$ cat src/rtl/sfr_pkg.sv
// Shared types and constants for the stepper frequency ramp block.
// No dependencies; every other file uses this package.
package sfr_pkg;

  // Item operation codes
  localparam logic [1:0] OP_RUN   = 2'd0;
  localparam logic [1:0] OP_START = 2'd1;
  localparam logic [1:0] OP_STOP  = 2'd2;

  // Move direction codes
  localparam logic [1:0] DIR_RIGHT = 2'd0;
  localparam logic [1:0] DIR_LEFT  = 2'd1;
  localparam logic [1:0] DIR_UP    = 2'd2;
  localparam logic [1:0] DIR_DOWN  = 2'd3;

  // Configuration register indexes (byte address = 4 * index)
  localparam logic [2:0] REG_AXIS_MODE  = 3'd0;
  localparam logic [2:0] REG_FREQ_LVL0  = 3'd1;
  localparam logic [2:0] REG_FREQ_LVL1  = 3'd2;
  localparam logic [2:0] REG_FREQ_LVL2  = 3'd3;
  localparam logic [2:0] REG_FREQ_LVL3  = 3'd4;
  localparam logic [2:0] REG_STEP_TICKS = 3'd5;

  localparam int CFG_AW = 5;

  // Register reset values
  localparam logic [15:0] RST_FREQ_LVL0  = 16'd1000;
  localparam logic [15:0] RST_FREQ_LVL1  = 16'd1250;
  localparam logic [15:0] RST_FREQ_LVL2  = 16'd2000;
  localparam logic [15:0] RST_FREQ_LVL3  = 16'd2500;
  localparam logic [15:0] RST_STEP_TICKS = 16'd50;
  localparam logic [15:0] RST_CUR_FREQ   = 16'd2000;

  typedef struct packed {
    logic [1:0]  op;
    logic [1:0]  move_dir;
    logic [31:0] move_ticks;
  } sfr_in_t;

  typedef struct packed {
    logic [15:0] pulse_freq;
    logic        dir_first;
    logic        dir_second;
    logic        drive_on;
    logic        freq_changed;
  } sfr_out_t;

  typedef struct packed {
    logic        axis_mode;
    logic [15:0] freq_level0;
    logic [15:0] freq_level1;
    logic [15:0] freq_level2;
    logic [15:0] freq_level3;
    logic [15:0] step_ticks;
  } sfr_cfg_t;

endpackage

$ cat src/rtl/sfr_if.sv
// Valid/ready channel interfaces for the ramp block's item and result streams.
// Depends on sfr_pkg for the payload types.
interface sfr_in_if;
  logic            valid;
  logic            ready;
  sfr_pkg::sfr_in_t payload;

  modport source (output valid, output payload, input ready);
  modport sink   (input valid, input payload, output ready);
endinterface

interface sfr_out_if;
  logic             valid;
  logic             ready;
  sfr_pkg::sfr_out_t payload;

  modport source (output valid, output payload, input ready);
  modport sink   (input valid, input payload, output ready);
endinterface

$ cat src/rtl/sfr_ramp_core.sv
// Ramp state and per-item next-state logic: counters, level table walk, directions.
// Depends on sfr_pkg.
module sfr_ramp_core #(
  parameter int LEVELS = 4
) (
  input  logic              clk,
  input  logic              rst_n,
  input  logic              fire,
  input  sfr_pkg::sfr_in_t  item,
  input  sfr_pkg::sfr_cfg_t cfg,
  output sfr_pkg::sfr_out_t result
);
  import sfr_pkg::*;

  localparam int LIW = $clog2(LEVELS);
  localparam int PW  = 16 + $clog2(LEVELS + 1);

  logic [31:0]     run_count_r, run_count_nxt;
  logic [31:0]     brake_count_r, brake_count_nxt;
  logic [31:0]     target_ticks_r, target_ticks_nxt;
  logic [1:0]      target_dir_r, target_dir_nxt;
  logic [15:0]     cur_freq_r, cur_freq_nxt;
  logic [LIW-1:0]  level_index_r, level_index_nxt;
  logic            dir_first_r, dir_first_nxt;
  logic            dir_second_r, dir_second_nxt;
  logic            drive_r, drive_nxt;
  logic            changed;
  logic            tbl_load;

  logic [PW-1:0]   prod [LEVELS+1];
  logic [LIW-1:0]  lat_idx;
  logic            run_hit;
  logic [LIW-1:0]  run_sel;
  logic            brk_hit;
  logic [LIW-1:0]  brk_off;
  logic [LIW-1:0]  brk_sel;
  logic            brk_zero;
  logic            moving;
  logic            do_brake;
  logic [15:0]     run_f;
  logic [15:0]     brk_f;

  function automatic logic [15:0] level_freq(input logic [LIW-1:0] idx,
                                             input sfr_cfg_t c);
    logic [15:0] f;
    case (32'(idx))
      0:       f = c.freq_level0;
      1:       f = c.freq_level1;
      2:       f = c.freq_level2;
      default: f = c.freq_level3;
    endcase
    return f;
  endfunction

  function automatic logic [31:0] sat_inc(input logic [31:0] v);
    return (v == '1) ? v : v + 32'd1;
  endfunction

  // Level thresholds: step_ticks times each constant level count
  always_comb begin
    for (int k = 0; k <= LEVELS; k++) begin
      prod[k] = PW'(cfg.step_ticks) * PW'(k);
    end
  end

  // Highest table entry equal to the current frequency; hold if none
  always_comb begin
    lat_idx = level_index_r;
    for (int i = 0; i < LEVELS; i++) begin
      if (level_freq(LIW'(i), cfg) == cur_freq_r) lat_idx = LIW'(i);
    end
  end

  // Accelerating level: first level whose window still covers run_count
  always_comb begin
    run_hit = 1'b0;
    run_sel = '0;
    for (int i = LEVELS - 1; i >= 0; i--) begin
      if (run_count_r < 32'(prod[i+1])) begin
        run_hit = 1'b1;
        run_sel = LIW'(i);
      end
    end
  end

  // Braking level: first step down from the recorded index not yet passed
  always_comb begin
    brk_hit = 1'b0;
    brk_off = '0;
    for (int i = LEVELS - 1; i >= 0; i--) begin
      if (LIW'(i) <= level_index_r && brake_count_r <= 32'(prod[i])) begin
        brk_hit = 1'b1;
        brk_off = LIW'(i);
      end
    end
    brk_sel  = level_index_r - brk_off;
    brk_zero = !brk_hit && (brake_count_r > 32'(prod[LEVELS-1]));
  end

  assign run_f    = level_freq(run_sel, cfg);
  assign brk_f    = level_freq(brk_sel, cfg);
  assign moving   = run_count_r < target_ticks_r;
  assign do_brake = (item.op == OP_STOP) || (item.op == OP_RUN && !moving);

  always_comb begin
    run_count_nxt    = run_count_r;
    brake_count_nxt  = brake_count_r;
    target_ticks_nxt = target_ticks_r;
    target_dir_nxt   = target_dir_r;
    cur_freq_nxt     = cur_freq_r;
    level_index_nxt  = level_index_r;
    dir_first_nxt    = dir_first_r;
    dir_second_nxt   = dir_second_r;
    drive_nxt        = drive_r;
    changed          = 1'b0;
    tbl_load         = 1'b0;

    case (item.op)
      OP_START: begin
        target_dir_nxt   = item.move_dir;
        target_ticks_nxt = item.move_ticks;
        run_count_nxt    = '0;
        level_index_nxt  = lat_idx;
      end
      OP_RUN, OP_STOP: begin
        run_count_nxt   = sat_inc(run_count_r);
        brake_count_nxt = sat_inc(brake_count_r);
        if (item.op == OP_RUN && moving) begin
          if (run_count_r < 32'(prod[LEVELS])) level_index_nxt = lat_idx;
          if (run_hit && run_f != cur_freq_r) begin
            cur_freq_nxt = run_f;
            changed      = 1'b1;
            tbl_load     = 1'b1;
          end
          drive_nxt       = 1'b1;
          brake_count_nxt = 32'd1;
        end
        if (do_brake) begin
          if (brk_hit) begin
            if (brk_f != cur_freq_r) begin
              cur_freq_nxt = brk_f;
              drive_nxt    = 1'b1;
              changed      = 1'b1;
              tbl_load     = 1'b1;
            end
          end else if (brk_zero) begin
            changed      = cur_freq_r != 16'd0;
            cur_freq_nxt = 16'd0;
            drive_nxt    = 1'b0;
          end
        end
        // Directions follow only a table load (zero forcing leaves them alone)
        if (tbl_load) begin
          if (!cfg.axis_mode) begin
            if (target_dir_r == DIR_RIGHT) dir_first_nxt = 1'b1;
            else if (target_dir_r == DIR_LEFT) dir_first_nxt = 1'b0;
          end else begin
            if (target_dir_r == DIR_UP) begin
              dir_first_nxt  = 1'b1;
              dir_second_nxt = 1'b0;
            end else if (target_dir_r == DIR_DOWN) begin
              dir_first_nxt  = 1'b0;
              dir_second_nxt = 1'b1;
            end
          end
        end
      end
      default: begin
      end
    endcase
  end

  always_ff @(posedge clk) begin
    if (!rst_n) begin
      run_count_r    <= '0;
      brake_count_r  <= '0;
      target_ticks_r <= '0;
      target_dir_r   <= DIR_RIGHT;
      cur_freq_r     <= RST_CUR_FREQ;
      level_index_r  <= '0;
      dir_first_r    <= 1'b0;
      dir_second_r   <= 1'b0;
      drive_r        <= 1'b0;
    end else if (fire) begin
      run_count_r    <= run_count_nxt;
      brake_count_r  <= brake_count_nxt;
      target_ticks_r <= target_ticks_nxt;
      target_dir_r   <= target_dir_nxt;
      cur_freq_r     <= cur_freq_nxt;
      level_index_r  <= level_index_nxt;
      dir_first_r    <= dir_first_nxt;
      dir_second_r   <= dir_second_nxt;
      drive_r        <= drive_nxt;
    end
  end

  assign result.pulse_freq   = cur_freq_nxt;
  assign result.dir_first    = dir_first_nxt;
  assign result.dir_second   = cfg.axis_mode ? dir_second_nxt : 1'b0;
  assign result.drive_on     = drive_nxt;
  assign result.freq_changed = changed;

endmodule

$ cat src/rtl/stepper_frequency_ramp.sv
// Top level of the stepper frequency ramp: APB registers, input and result stages.
// Depends on sfr_pkg, sfr_if.sv (channel interfaces) and sfr_ramp_core.
//
//   channel  | dir | transfer when        | payload
//   ---------+-----+----------------------+------------------------------------------
//   in_if    | in  | valid & ready        | op, move_dir, move_ticks
//   out_if   | out | valid & ready        | pulse_freq, dir_first, dir_second,
//            |     |                      | drive_on, freq_changed
//   APB      | in  | psel&penable&pwrite  | axis_mode, freq_level0..3, step_ticks
//
// One item per cycle sustained while out_ready stays high; each item is held in the
// input register while the ramp core computes its result, then sits in the result
// register until the sink takes it.
// Synchronous active-low reset loads the register defaults and the ramp start state
// (2000 Hz, drive off) and empties both stages.
// When out_ready stays low the result register holds, the input register fills, and
// in_ready drops until the result transfers.
module stepper_frequency_ramp #(
  parameter int LEVELS = 4
) (
  input  logic                          clk,
  input  logic                          rst_n,
  sfr_in_if.sink                        in_if,
  sfr_out_if.source                     out_if,
  input  logic                          psel,
  input  logic                          penable,
  input  logic                          pwrite,
  input  logic [sfr_pkg::CFG_AW-1:0]    paddr,
  input  logic [31:0]                   pwdata,
  output logic [31:0]                   prdata,
  output logic                          pready
);
  import sfr_pkg::*;

  sfr_cfg_t  cfg_r;
  logic      cfg_wr;
  logic [2:0] reg_idx;

  logic      s1_valid_r;
  sfr_in_t   s1_item_r;
  logic      out_valid_r;
  sfr_out_t  out_data_r;
  sfr_out_t  core_res;
  logic      adv;
  logic      fire;

  // Configuration port: zero wait states, word-aligned registers
  assign pready  = 1'b1;
  assign cfg_wr  = psel && penable && pwrite && pready;
  assign reg_idx = paddr[CFG_AW-1:2];

  always_ff @(posedge clk) begin
    if (!rst_n) begin
      cfg_r.axis_mode   <= 1'b0;
      cfg_r.freq_level0 <= RST_FREQ_LVL0;
      cfg_r.freq_level1 <= RST_FREQ_LVL1;
      cfg_r.freq_level2 <= RST_FREQ_LVL2;
      cfg_r.freq_level3 <= RST_FREQ_LVL3;
      cfg_r.step_ticks  <= RST_STEP_TICKS;
    end else if (cfg_wr) begin
      case (reg_idx)
        REG_AXIS_MODE:  cfg_r.axis_mode   <= pwdata[0];
        REG_FREQ_LVL0:  cfg_r.freq_level0 <= pwdata[15:0];
        REG_FREQ_LVL1:  cfg_r.freq_level1 <= pwdata[15:0];
        REG_FREQ_LVL2:  cfg_r.freq_level2 <= pwdata[15:0];
        REG_FREQ_LVL3:  cfg_r.freq_level3 <= pwdata[15:0];
        REG_STEP_TICKS: cfg_r.step_ticks  <= pwdata[15:0];
        default: begin
        end
      endcase
    end
  end

  always_comb begin
    case (reg_idx)
      REG_AXIS_MODE:  prdata = {31'd0, cfg_r.axis_mode};
      REG_FREQ_LVL0:  prdata = {16'd0, cfg_r.freq_level0};
      REG_FREQ_LVL1:  prdata = {16'd0, cfg_r.freq_level1};
      REG_FREQ_LVL2:  prdata = {16'd0, cfg_r.freq_level2};
      REG_FREQ_LVL3:  prdata = {16'd0, cfg_r.freq_level3};
      REG_STEP_TICKS: prdata = {16'd0, cfg_r.step_ticks};
      default:        prdata = 32'd0;
    endcase
  end

  // Advance whenever the result register is empty or being drained this cycle
  assign adv         = !out_valid_r || out_if.ready;
  assign fire        = s1_valid_r && adv;
  assign in_if.ready = !s1_valid_r || adv;

  // Input register: hold the accepted item until the core consumes it
  always_ff @(posedge clk) begin
    if (!rst_n) begin
      s1_valid_r <= 1'b0;
    end else if (in_if.valid && in_if.ready) begin
      s1_valid_r <= 1'b1;
    end else if (adv) begin
      s1_valid_r <= 1'b0;
    end
  end

  always_ff @(posedge clk) begin
    if (in_if.valid && in_if.ready) begin
      s1_item_r <= in_if.payload;
    end
  end

  // Ramp state lives in the core and steps once per consumed item
  sfr_ramp_core #(
    .LEVELS (LEVELS)
  ) u_core (
    .clk    (clk),
    .rst_n  (rst_n),
    .fire   (fire),
    .item   (s1_item_r),
    .cfg    (cfg_r),
    .result (core_res)
  );

  // Result register: drop after a transfer, load on each consumed item
  always_ff @(posedge clk) begin
    if (!rst_n) begin
      out_valid_r <= 1'b0;
    end else if (adv) begin
      out_valid_r <= s1_valid_r;
    end
  end

  always_ff @(posedge clk) begin
    if (fire) begin
      out_data_r <= core_res;
    end
  end

  assign out_if.valid   = out_valid_r;
  assign out_if.payload = out_data_r;

  // An empty result register always leaves room for a new item
  a_ready_when_empty : assert property (@(posedge clk) disable iff (!rst_n)
    !out_valid_r |-> in_if.ready)
    else $error("input not ready while result register empty");

  // A pending item survives a stalled result register
  a_stage_holds : assert property (@(posedge clk) disable iff (!rst_n)
    s1_valid_r && !adv |=> s1_valid_r)
    else $error("pending item lost during stall");

  // A result appears only for an item that was waiting in the input register
  a_result_has_item : assert property (@(posedge clk) disable iff (!rst_n)
    $rose(out_valid_r) |-> $past(s1_valid_r))
    else $error("result produced without an item");

endmodule

$ cat src/flat_wrapper.sv
// flat-port wrapper written by rule: the top's interface ports become plain ports
module stepper_frequency_ramp_flat import sfr_pkg::*;
#(
  parameter int LEVELS = 4
)
  (clk, rst_n, psel, penable, pwrite, paddr, pwdata, prdata, pready, in_if_valid, in_if_payload, in_if_ready, out_if_valid, out_if_payload, out_if_ready);
  sfr_in_if in_if_i ();
  sfr_out_if out_if_i ();
  input  logic clk;
  input  logic rst_n;
  input  logic psel;
  input  logic penable;
  input  logic pwrite;
  input  logic [sfr_pkg::CFG_AW-1:0] paddr;
  input  logic [31:0] pwdata;
  output logic [31:0] prdata;
  output logic pready;
  input wire logic [$bits(in_if_i.valid)-1:0] in_if_valid;
  input wire logic [$bits(in_if_i.payload)-1:0] in_if_payload;
  output wire logic [$bits(in_if_i.ready)-1:0] in_if_ready;
  output wire logic [$bits(out_if_i.valid)-1:0] out_if_valid;
  output wire logic [$bits(out_if_i.payload)-1:0] out_if_payload;
  input wire logic [$bits(out_if_i.ready)-1:0] out_if_ready;
  assign in_if_i.valid = in_if_valid;
  assign in_if_i.payload = in_if_payload;
  assign in_if_ready = in_if_i.ready;
  assign out_if_valid = out_if_i.valid;
  assign out_if_payload = out_if_i.payload;
  assign out_if_i.ready = out_if_ready;
  stepper_frequency_ramp #(.LEVELS(LEVELS)) u_core (.clk(clk), .rst_n(rst_n), .in_if(in_if_i), .out_if(out_if_i), .psel(psel), .penable(penable), .pwrite(pwrite), .paddr(paddr), .pwdata(pwdata), .prdata(prdata), .pready(pready));
endmodule
$ cat config.mk
export PLATFORM = sky130hd
export DESIGN_NAME = stepper_frequency_ramp_flat
export DESIGN_NICKNAME = d
export VERILOG_FILES = /design/src/rtl/sfr_pkg.sv /design/src/rtl/sfr_if.sv /design/src/rtl/sfr_ramp_core.sv /design/src/rtl/stepper_frequency_ramp.sv /design/src/flat_wrapper.sv
export SDC_FILE = /design/constraint.sdc
export NUM_CORES = 1
export LEC_CHECK = 0
export ABC_AREA = 1
export BUFFER_PORTS_ARGS = -buffer_cell sky130_fd_sc_hd__buf_2
export CAP_MARGIN = 20
export CORE_ASPECT_RATIO = 1.75
export CORE_MARGIN = 3
export CORE_UTILIZATION = 50
export CTS_BUF_LIST = sky130_fd_sc_hd__clkbuf_4
export DETAILED_ROUTE_END_ITERATION = 10
export GPL_ROUTABILITY_DRIVEN = 0
export PLACE_DENSITY_LB_ADDON = 0.12
export SETUP_SLACK_MARGIN = 0.1
export SLEW_MARGIN = 30
export SYNTH_ARGS = -nofsm -noshare
export SYNTH_HDL_FRONTEND = slang
export SYNTH_SLANG_ARGS = --single-unit
$ cat constraint.sdc
create_clock -name clk -period 6.1 [get_ports clk]
set_input_delay 1.22 -clock clk [delete_from_list [all_inputs] [get_ports clk]]
set_output_delay 1.22 -clock clk [all_outputs]
set_load 0.03 [all_outputs]
# After elaboration in Yosys (flattened, before gate mapping)
# Index checks and enable logic that the tools add are counted.
# word_totals
ram_bits	0
mem_count	0
ff_bits	258
word_cells	173
out_inout_bits	55
latchBits	0
rom_bits	0
# classes
mux	66
n_bitwise	0
n_addsub	3
n_eq_ne	26
magnitude_cmp	14
n_mul	1
n_reduce_logical	38
shifts	0
n_div	0
# op_table
operator	count
16-bit 2-to-1 mux	7
32-bit 2-to-1 mux	3
16-bit case mux with 3 select lines	2
16-bit case mux with 6 select lines	1
32-bit by 1-bit adder with 32-bit output, second input constant	2
16-bit equality test	4
32-bit equality test, second input constant	2
32-bit by 18-bit less-than comparator with 1-bit output	2
32-bit case mux with 2 select lines	1
1-bit 2-to-1 mux	37
32-bit by 18-bit > comparator with 1-bit output	1
32-bit by 1-bit <= comparator with 1-bit output, second input constant	1
32-bit by 16-bit <= comparator with 1-bit output	1
32-bit by 17-bit <= comparator with 1-bit output	1
32-bit by 18-bit <= comparator with 1-bit output	1
32-bit by 16-bit less-than comparator with 1-bit output	1
32-bit by 17-bit less-than comparator with 1-bit output	1
32-bit less-than comparator	1
16-bit inequality test	2
2-bit 2-to-1 mux	14
16-bit by 2-bit multiplier with 18-bit output, second input constant	1
16-bit nonzero test	1
2-bit AND reduction	7
1-bit logical AND	12
19 further kinds	42

# Longest topological paths before layout
# Gate-level depths: netlist of the first run.
# depth
depth_word	17
depth_mapped	53
ltp_nobuf	52

# By module
# From an unflattened synthesis of the first run, not the netlist that was laid out.
# hier_totals
cells_unflattened	2687
area_unflattened_um2	18455.2
# by_module_without_submodules
mod	cells_each	seq_area_each_um2	area_each_um2	instances
sfr_ramp_core	1963	2382.3	12451.9	1
stepper_frequency_ramp	724	3343.2	6003.3	1

# Worst setup path before layout of the first run
# OpenSTA, ideal clock, no wires.
# synth_path
kind	register to register
from	register u_core.cfg_r[0] in the netlist's numbering
to	register u_core.out_data_r (netlist bit u_core.out_if.payload[15]), data pin
required_ps	5836
arrival_time_ps	6112
n_path_buf	2
stages_incl_launch_ff	48
path_slack_ps	-276
cell_sequence	dfxtp_1 -> ha_1 -> inv_1 -> fa_1 -> nand3b_1 -> and2_1 -> inv_1 -> a21oi_1 -> o21bai_1 -> a21oi_1 -> o21bai_1 -> a21oi_1 -> o21ai_0 -> a21oi_1 -> o21bai_1 -> a21oi_1 -> o21ai_0 -> xor2_1 -> [12 not listed] -> xor2_1 -> inv_1 -> nand3_2 -> buf_4 -> nand4_1 -> nand3_1 -> nand2_1 -> nand2_1 -> nand2_1 -> nor2_1 -> nand2_1 -> nor2_2 -> nand2_4 -> nand3_4 -> buf_4 -> nand2_1 -> nand2_1 -> o21ai_0
# synth_rtl
element	line_no	rtl
from (decl)	stepper_frequency_ramp.sv:35	sfr_cfg_t cfg_r;
to (signal assigned)	stepper_frequency_ramp.sv:131	out_data_r <= core_res;
to (decl)	stepper_frequency_ramp.sv:42	sfr_out_t out_data_r;

==> metrics.csv, run 1 <==
stage,metric,value,unit
setup_path,r2r_slack,-710,ps
synth,synthXorXnorAreaFrac,0.03147,
cts,clock-sinks,258,
final_layout,fillers,3247,
cts,cts_tree,yes,
min_path,hp-start,u_core.u_core.target_ticks_r[9]$_SDFFE_PN0P_,
cts,insertion_delay,770,ps
sta,layout_setup_ws,-705.4,ps
sta,rsz0062_at_grt,yes,
synth,synthDistinctLibCells,58,
final_layout,layout-drive-gt1-share,0.2015,
cts,htreeDepth,2,
power_and_ir_drop,p_leak,9.719,nW
cts,path_clk_slew,90,ps
floorplan,die_h,253.7,µm
cts,cts_root_buf,clkbuf_4,
setup_path,r2r-start,u_core.cfg_r[0]$_SDFFE_PN0P_,
flow_run,drv.max_cap_violation_count,0,
synth,synth_edf_count,56,
synth,synth_adder_area_share,0.1153,
sta,fmax,0.1469,GHz
detailed_routing,first_iter_violations,1385,
min_path,whs_endpoint,u_core.u_core.target_ticks_r[9]$_SDFFE_PN0P_,
placed_design,io_buffer_count,99,
outcome,violations,setup timing,
outcome,status,"complete, but fails checks",
synth,synth_flop_cell,dfxtp_1,
detailed_routing,wire_per_inst,19.93,µm
synth,async_reset_ff_frac,0,
final_layout,instances_no_fill,3252,
floorplan,fp.dieW,147.6,µm
setup_path,reg2reg_depth,50,
power_and_ir_drop,fin_total_pwr,4.131,mW
final_layout,fin_nets,2981,
sta,slew_headroom,0.4164,
setup_path,arrival,7270,ps
power_and_ir_drop,comb_power_share,0.189,
synth,synth_top_family_by_area,simple AND/OR/NAND/NOR gates,
grt,grt_max_degree,77,
synth,ys_ff_latch,258,
setup_path,crit_path_max_incr_delay,370,ps
min_path,min-delay-path-class,reg2reg,
setup_path,regToRegEndpoint,u_core.out_if.payload[16]$_DFFE_PP_,
power_and_ir_drop,switchingPower,1.272,mW
floorplan,start_util,0.5072,
cts,max-clock-path-buffers,3,
placed_design,post-place-cells,3081,
floorplan,row_count,90,
power_and_ir_drop,seqPwrFrac,0.448,
power_and_ir_drop,ir_worst_vdd,0.0001796,V
setup_path,cp-start-kind,flop,
sta,finalHoldViolCount,0,
setup_path,critPathRequiredTime,6560,ps
final_layout,multi_input_area,0.01104,mm²
cts,cts_buffers,61,
power_and_ir_drop,clkPwrFrac,0.363,
setup_path,startpoint,u_core.cfg_r[0]$_SDFFE_PN0P_,
grt,grt_pass1_vias,18713,
setup_path,cp_max_fo,8,
grt,overflow,0,
setup_path,end_kind,flop,
floorplan,core_area,0.03457,mm²
final_layout,regArea,0.005733,mm²
grt,grtUsageTotal,0.3378,
setup_path,worstSetupPathType,reg2reg,
detailed_routing,wirelength,64800,µm
power_and_ir_drop,p_sw_frac,0.3078,
placed_design,hpwl,49440,µm
floorplan,io_pins,135,
synth,synth-simple-area-share,0.2711,
placed_design,place_worst_setup_slack,-822.3,ps
power_and_ir_drop,p_per_area,193.3,mW/mm²
floorplan,dieArea,0.03744,mm²
power_and_ir_drop,internal-power,2.860,mW
synth,ys_seq_area_frac,0.3265,
detailed_routing,viasPerCell,5.855,
detailed_routing,dr.pass1.iters,6,
synth,synth_area,0.01754,mm²
synth,synth_compound_area_frac,0.1696,
grt,grt_pass1_wl,98640,µm
grt,antenna_found_initial,5,
synth,syn_area_per_cell,7.094,µm²
sta,setup-violations-final,39,
setup_path,cp_common_cell,nand2_2,
placed_design,dpl_cell_area,0.01936,mm²
sta,tightest_slew,874.2,ps
synth,synth_mux_area_frac,0,
synth,yosys_warnings,0,
sta,fin_skew,55.54,ps
detailed_routing,detail-route-antenna-nets,0,
min_path,min_path_cells,2,
final_layout,area_delta_synth_final,21.86,%
synth,synthCells,2472,
sta,drv_slew,0,
sta,finalCriticalPeriod,6805,ps
setup_path,cp_slowest_cell,dfxtp_4,
sta,tns,-24650,ps
detailed_routing,post-route-drc-count,0,
detailed_routing,vias,19041,
final_layout,finalInstanceArea,0.02137,mm²
sta,period_share,1.116,
[logic make-up after synthesis]
logic type | after synthesis
xor gates and xnor gates | 63
AOI/OAI and AO/OA | 536
other | 2
buffers and inverters | 368
adders and majority gates | 161
and+or+nand+nor | 1084
DFF | 258
[routing by layer]
metal  wire length, µm  global-route usage
met1             20370              0.3018
met2             32470              0.6039
met3              3924             0.06619
met4              8037              0.3578
met5                 0                   0
[power groups by stage]
stage	logic [mW]	clock network, mW	registers, mW
after floorplan	0.398	0	1.88
after global placement	0.623	0	1.88
after detailed placement	0.635	0	1.89
after CTS	0.716	1.53	1.85
after global routing	0.845	1.61	1.85
final	0.782	1.50	1.85
[Yosys cell counts (all sizes together), types with 6 or more instances]
cell	count	area (µm²)
o22ai	22	137.6
nor2	166	630.6
nand3	183	933.4
a221oi	13	113.9
ha	160	2002
a31oi	8	50.05
o211ai	14	105.1
dfxtp	202	4044
nand2	564	2167
xnor2	27	236.5
buf	34	246.5
o21a	8	60.06
a21oi	230	1162
o21bai	6	45.04
clkbuf	70	262.8
edfxtp	56	1682
inv	255	957.2
clkinv	9	33.78
nor3	53	270.3
a211oi	11	82.58
nand4	65	406.6
xor2	36	315.3
o21ai	200	1001
nor4	32	200.2
[per-stage QoR]
stage | hold slack, ps | util
after CTS | 463.0 | 0.6074
final | 455.5 | 0.6181
after floorplan | 433.1 | -
after global placement | 443.0 | 0.5598
after global routing | 481.8 | 0.6180
after detailed placement | 453.0 | 0.5600
[sequential cells by signal (all words and copies together), names as in the netlist]
| name | flops |
|---|---|
| u_core.u_core.dir_first_r | 1 |
| u_core.out_if.valid | 1 |
| u_core.u_core.drive_r | 1 |
| u_core.u_core.target_dir_r | 2 |
| u_core.s1_valid_r | 1 |
| u_core.out_if.payload | 20 |
| u_core.u_core.target_ticks_r | 32 |
| u_core.u_core.dir_second_r | 1 |
| u_core.cfg_r | 81 |
| u_core.u_core.cur_freq_r | 16 |
| u_core.s1_item_r | 36 |
| u_core.u_core.brake_count_r | 32 |
| u_core.u_core.run_count_r | 32 |
| u_core.u_core.level_index_r | 2 |
[critical path, delay by kind of cell, from the launching register on]
kind                     cells  cell delay [ps]
AO/OA/AOI/OAI               12             1660
XOR/XNOR                     2              270
buffers and inverters        9              900
adder cells (fa/ha/maj)      4              960
AND/OR/NAND/NOR             23             2350
flip-flops                   1              370
[how the worst max path moves through the flow]
stage | slack, ps | end | cells past startpoint
detailed placement | -820 | u_core.out_if.payload[2]$_SDFFCE_PN0P_ | 50
CTS | -490 | u_core.out_if.payload[16]$_DFFE_PP_ | 51
global route | -1030 | u_core.out_if.payload[17]$_DFFE_PP_ | 51
floorplan | 80 | u_core.out_if.payload[15]$_DFFE_PP_ | 50
global placement | -620 | u_core.out_if.payload[2]$_SDFFCE_PN0P_ | 50
finish | -710 | u_core.out_if.payload[16]$_DFFE_PP_ | 50
[layout by cell type, fill, tap and decap left out, types with 25 or more instances in the layout]
master,count
xor2_1,34
a21oi_1,216
buf_4,160
dfxtp_1,200
o21ai_0,176
xnor2_1,27
nand3_2,26
nor4_1,30
nand2_2,60
nor2_1,156
ha_1,158
nor3_1,50
nand2_1,481
buf_2,99
nand3_1,154
nand4_1,65
clkinv_1,25
clkbuf_4,91
edfxtp_1,56
inv_1,247
[area by class of cell]
| class | count | share of cell area |
|---|---|---|
| inverter | 264 | 0.04637 |
| timing repair buffer | 293 | 0.1025 |
| tap | 460 | 0.02693 |
| multi-input combinational | 1862 | 0.5165 |
| clock inverter | 21 | 0.007026 |
| clock buffer | 91 | 0.03197 |
| sequential | 258 | 0.2683 |
| antenna | 3 | 0.0003513 |
[repair_timing]
| item | CTS | global route |
|---|---|---|
| gates cloned | 2 | 0 |
| setup endpoints to repair | 39 | 39 |
| buffers inserted | 47 | 9 |
| gates resized for setup | 109 | 89 |
| pin swaps | 50 | 41 |
| hold buffers | 0 | 0 |
(Power assumes the default switching activity.)
==> run 2: changes to the inputs <==
Settings changed: CELL_PAD_IN_SITES_DETAIL_PLACEMENT set to 0, CELL_PAD_IN_SITES_GLOBAL_PLACEMENT set to 1, CORE_UTILIZATION 50 to 41.
==> run 2 against run 1 <==
Combinational power fell by 4.0%. Die area up 21%. Utilization shrank 10 points. Largest cell class unchanged. The flow still finishes with violations (setup timing). Largest power group unchanged. Routed wire length rose by 13%. Hold slack improved by 5.4 ps. Clock skew decreased by 7.2 ps. Final cell count grew 3.8%. Non-clock buffer count up 20.
==> metrics.csv, run 2 (same netlist as run 1, synthesis figures left out) <==
stage,metric,value,unit
outcome,status,"complete, but fails checks",
outcome,violations,setup timing,
setup_path,cp_max_fo,6,
sta,tightest_slew,958.5,ps
setup_path,crit_path_max_incr_delay,380,ps
cts,htreeDepth,3,
setup_path,end_kind,flop,
final_layout,area_delta_synth_final,23.61,%
floorplan,io_pins,135,
sta,whs,460.9,ps
setup_path,cp_common_cell,buf_4,
setup_path,cp_slowest_cell,fa_2,
power_and_ir_drop,comb_power_share,0.178,
sta,fmax,0.1478,GHz
setup_path,critPathBufInv,17,
cts,insertion_delay,760,ps
final_layout,finalInstanceArea,0.02168,mm²
min_path,min_path_cells,2,
setup_path,r2r_slack,-670,ps
power_and_ir_drop,clkPwrFrac,0.382,
final_layout,layout-drive-gt1-share,0.2089,
grt,grt_pass1_vias,18892,
placed_design,dpl_cell_area,0.01954,mm²
power_and_ir_drop,seqPwrFrac,0.440,
sta,layout_setup_ws,-666.3,ps
cts,path_clk_slew,70,ps
placed_design,hpwl,55150,µm
power_and_ir_drop,p_per_area,194.7,mW/mm²
final_layout,final_cell_mix,"486 x nand2_1, 246 x inv_1, 217 x a21oi_1, 200 x dfxtp_1, 191 x buf_4",
setup_path,reg2reg_depth,53,
final_layout,postLayoutCoreUtil,0.5162,
setup_path,arrival,7260,ps
detailed_routing,vias,19029,
detailed_routing,viasPerCell,5.637,
sta,period_share,1.109,
cts,max-clock-path-buffers,3,
setup_path,critPathRequiredTime,6590,ps
grt,overflow,0,
sta,finalHoldViolCount,0,
detailed_routing,wire_per_inst,21.71,µm
sta,slew_headroom,0.3551,
final_layout,final_common_cell,nand2_1,
cts,cts_root_buf,clkbuf_4,
sta,fin_skew,48.38,ps
grt,grt_pass1_wl,109600,µm
power_and_ir_drop,internal-power,2.902,mW
sta,rsz0062_at_grt,yes,
cts,clock-sinks,258,
min_path,whs_endpoint,u_core.u_core.target_ticks_r[15]$_SDFFE_PN0P_,
detailed_routing,detail-route-antenna-nets,0,
floorplan,dieArea,0.04538,mm²
power_and_ir_drop,switchingPower,1.319,mW
floorplan,start_util,0.4176,
grt,grt_max_degree,87,
detailed_routing,wirelength,73290,µm
detailed_routing,dr.pass1.iters,5,
setup_path,regToRegEndpoint,u_core.out_if.payload[2]$_SDFFCE_PN0P_,
floorplan,core_area,0.04199,mm²
floorplan,die_h,279.6,µm
power_and_ir_drop,p_sw_frac,0.3124,
setup_path,r2r-start,u_core.cfg_r[1]$_SDFFE_PN1P_,
power_and_ir_drop,p_leak,9.863,nW
final_layout,fillers,4232,
min_path,hp-start,u_core.u_core.target_ticks_r[15]$_SDFFE_PN0P_,
power_and_ir_drop,fin_total_pwr,4.221,mW
sta,setup-violations-final,39,
placed_design,io_buffer_count,99,
flow_run,drv.max_cap_violation_count,0,
sta,finalCriticalPeriod,6766,ps
sta,drv_slew,0,
detailed_routing,first_iter_violations,1320,
cts,cts_tree,yes,
final_layout,largest_reg_flops,81,
setup_path,worstSetupPathType,reg2reg,
floorplan,fp.dieW,162.3,µm
grt,antenna_found_initial,2,
setup_path,cpLargestDelayFamily,simple AND/OR/NAND/NOR gates,
power_and_ir_drop,ir_worst_vdd,0.0001497,V
placed_design,place_worst_setup_slack,-869.2,ps
grt,grtUsageTotal,0.3182,
cts,cts_buffers,68,
floorplan,row_count,99,
setup_path,cp-start-kind,flop,
min_path,min-delay-path-class,reg2reg,
final_layout,fin_nets,3008,
detailed_routing,post-route-drc-count,0,
final_layout,top_register,u_core.cfg_r,
final_layout,top_regs,"u_core.cfg_r (81), u_core.s1_item_r (36)",
-- run 2: changes by cell type in the layout (fill, tap and decap cells not counted), moves of 3 or more --
cell      delta
o21ai_1      -4
nor2_2       +3
nand2_1      +5
o21ai_0      +3
buf_6       -14
buf_4       +31
nor2_4       -3
nand2_2      -4
clkbuf_4     +7
-- run 2: worst min-delay path: stages, from the launching register on --
cell and delay, ps:
dfxtp_1 300, inv_1 60, a21oi_1 50
-- run 2: routing by layer --
layer / up-vias / track usage / share of wire
met4: 0 / 0.2655 / 0.11
li1: 9086 / - / -
met2: 797 / 0.5821 / 0.51
met3: 345 / 0.07575 / 0.061
met1: 8801 / 0.2922 / 0.32
met5: - / 0 / 0
-- run 2: final cells by class --
| type | instances | area, µm² | area share |
|---|---|---|---|
| Inverter | 264 | 993.5 | 0.04583 |
| Clock inverter | 24 | 162.7 | 0.007504 |
| Clock buffer | 98 | 735.7 | 0.03394 |
| Timing Repair Buffer | 313 | 2316 | 0.1068 |
| Sequential cell | 258 | 5733 | 0.2645 |
| Antenna cell | 2 | 5.005 | 0.0002309 |
| Multi-Input combinational cell | 1862 | 11040 | 0.5091 |
| Tap cell | 555 | 694.4 | 0.03204 |
-- run 2: how the worst max path moves through the flow --
stage	start	end	slack, ps	cells after the start
CTS	u_core.cfg_r[1]$_SDFFE_PN1P_	u_core.out_if.payload[17]$_DFFE_PP_	-460	50
global placement	u_core.cfg_r[1]$_SDFFE_PN1P_	u_core.out_if.payload[14]$_DFFE_PP_	-680	49
global route	u_core.cfg_r[1]$_SDFFE_PN1P_	u_core.out_if.payload[2]$_SDFFCE_PN0P_	-1040	52
floorplan	u_core.cfg_r[0]$_SDFFE_PN0P_	u_core.out_if.payload[15]$_DFFE_PP_	80	50
finish	u_core.cfg_r[1]$_SDFFE_PN1P_	u_core.out_if.payload[2]$_SDFFCE_PN0P_	-670	53
detailed placement	u_core.cfg_r[1]$_SDFFE_PN1P_	u_core.out_if.payload[14]$_DFFE_PP_	-870	47
-- run 2: what timing repair did --
action	CTS	global route
hold buffers	0	0
setup buffers	49	13
endpoints found under the setup margin	39	39
resized for setup	78	108
cloned	2	0
pin swaps	52	54
-- run 2: power groups by stage --
stage	Sequential [mW]	Clock, mW	Combinational [mW]
after global placement	1.89	0	0.628
after CTS	1.85	1.67	0.686
final	1.86	1.61	0.751
after floorplan	1.88	0	0.398
after detailed placement	1.89	0	0.636
after global routing	1.86	1.75	0.813
-- run 2: through the flow --
stage | cells | setup TNS, ps
2_1_floorplan | 2487 | 0
3_3_place_gp | 3188 | -22470
3_5_place_dp | 3188 | -30170
4_1_cts | 3361 | -15280
5_1_grt | 3375 | -38540
6_report | 3376 | -23570
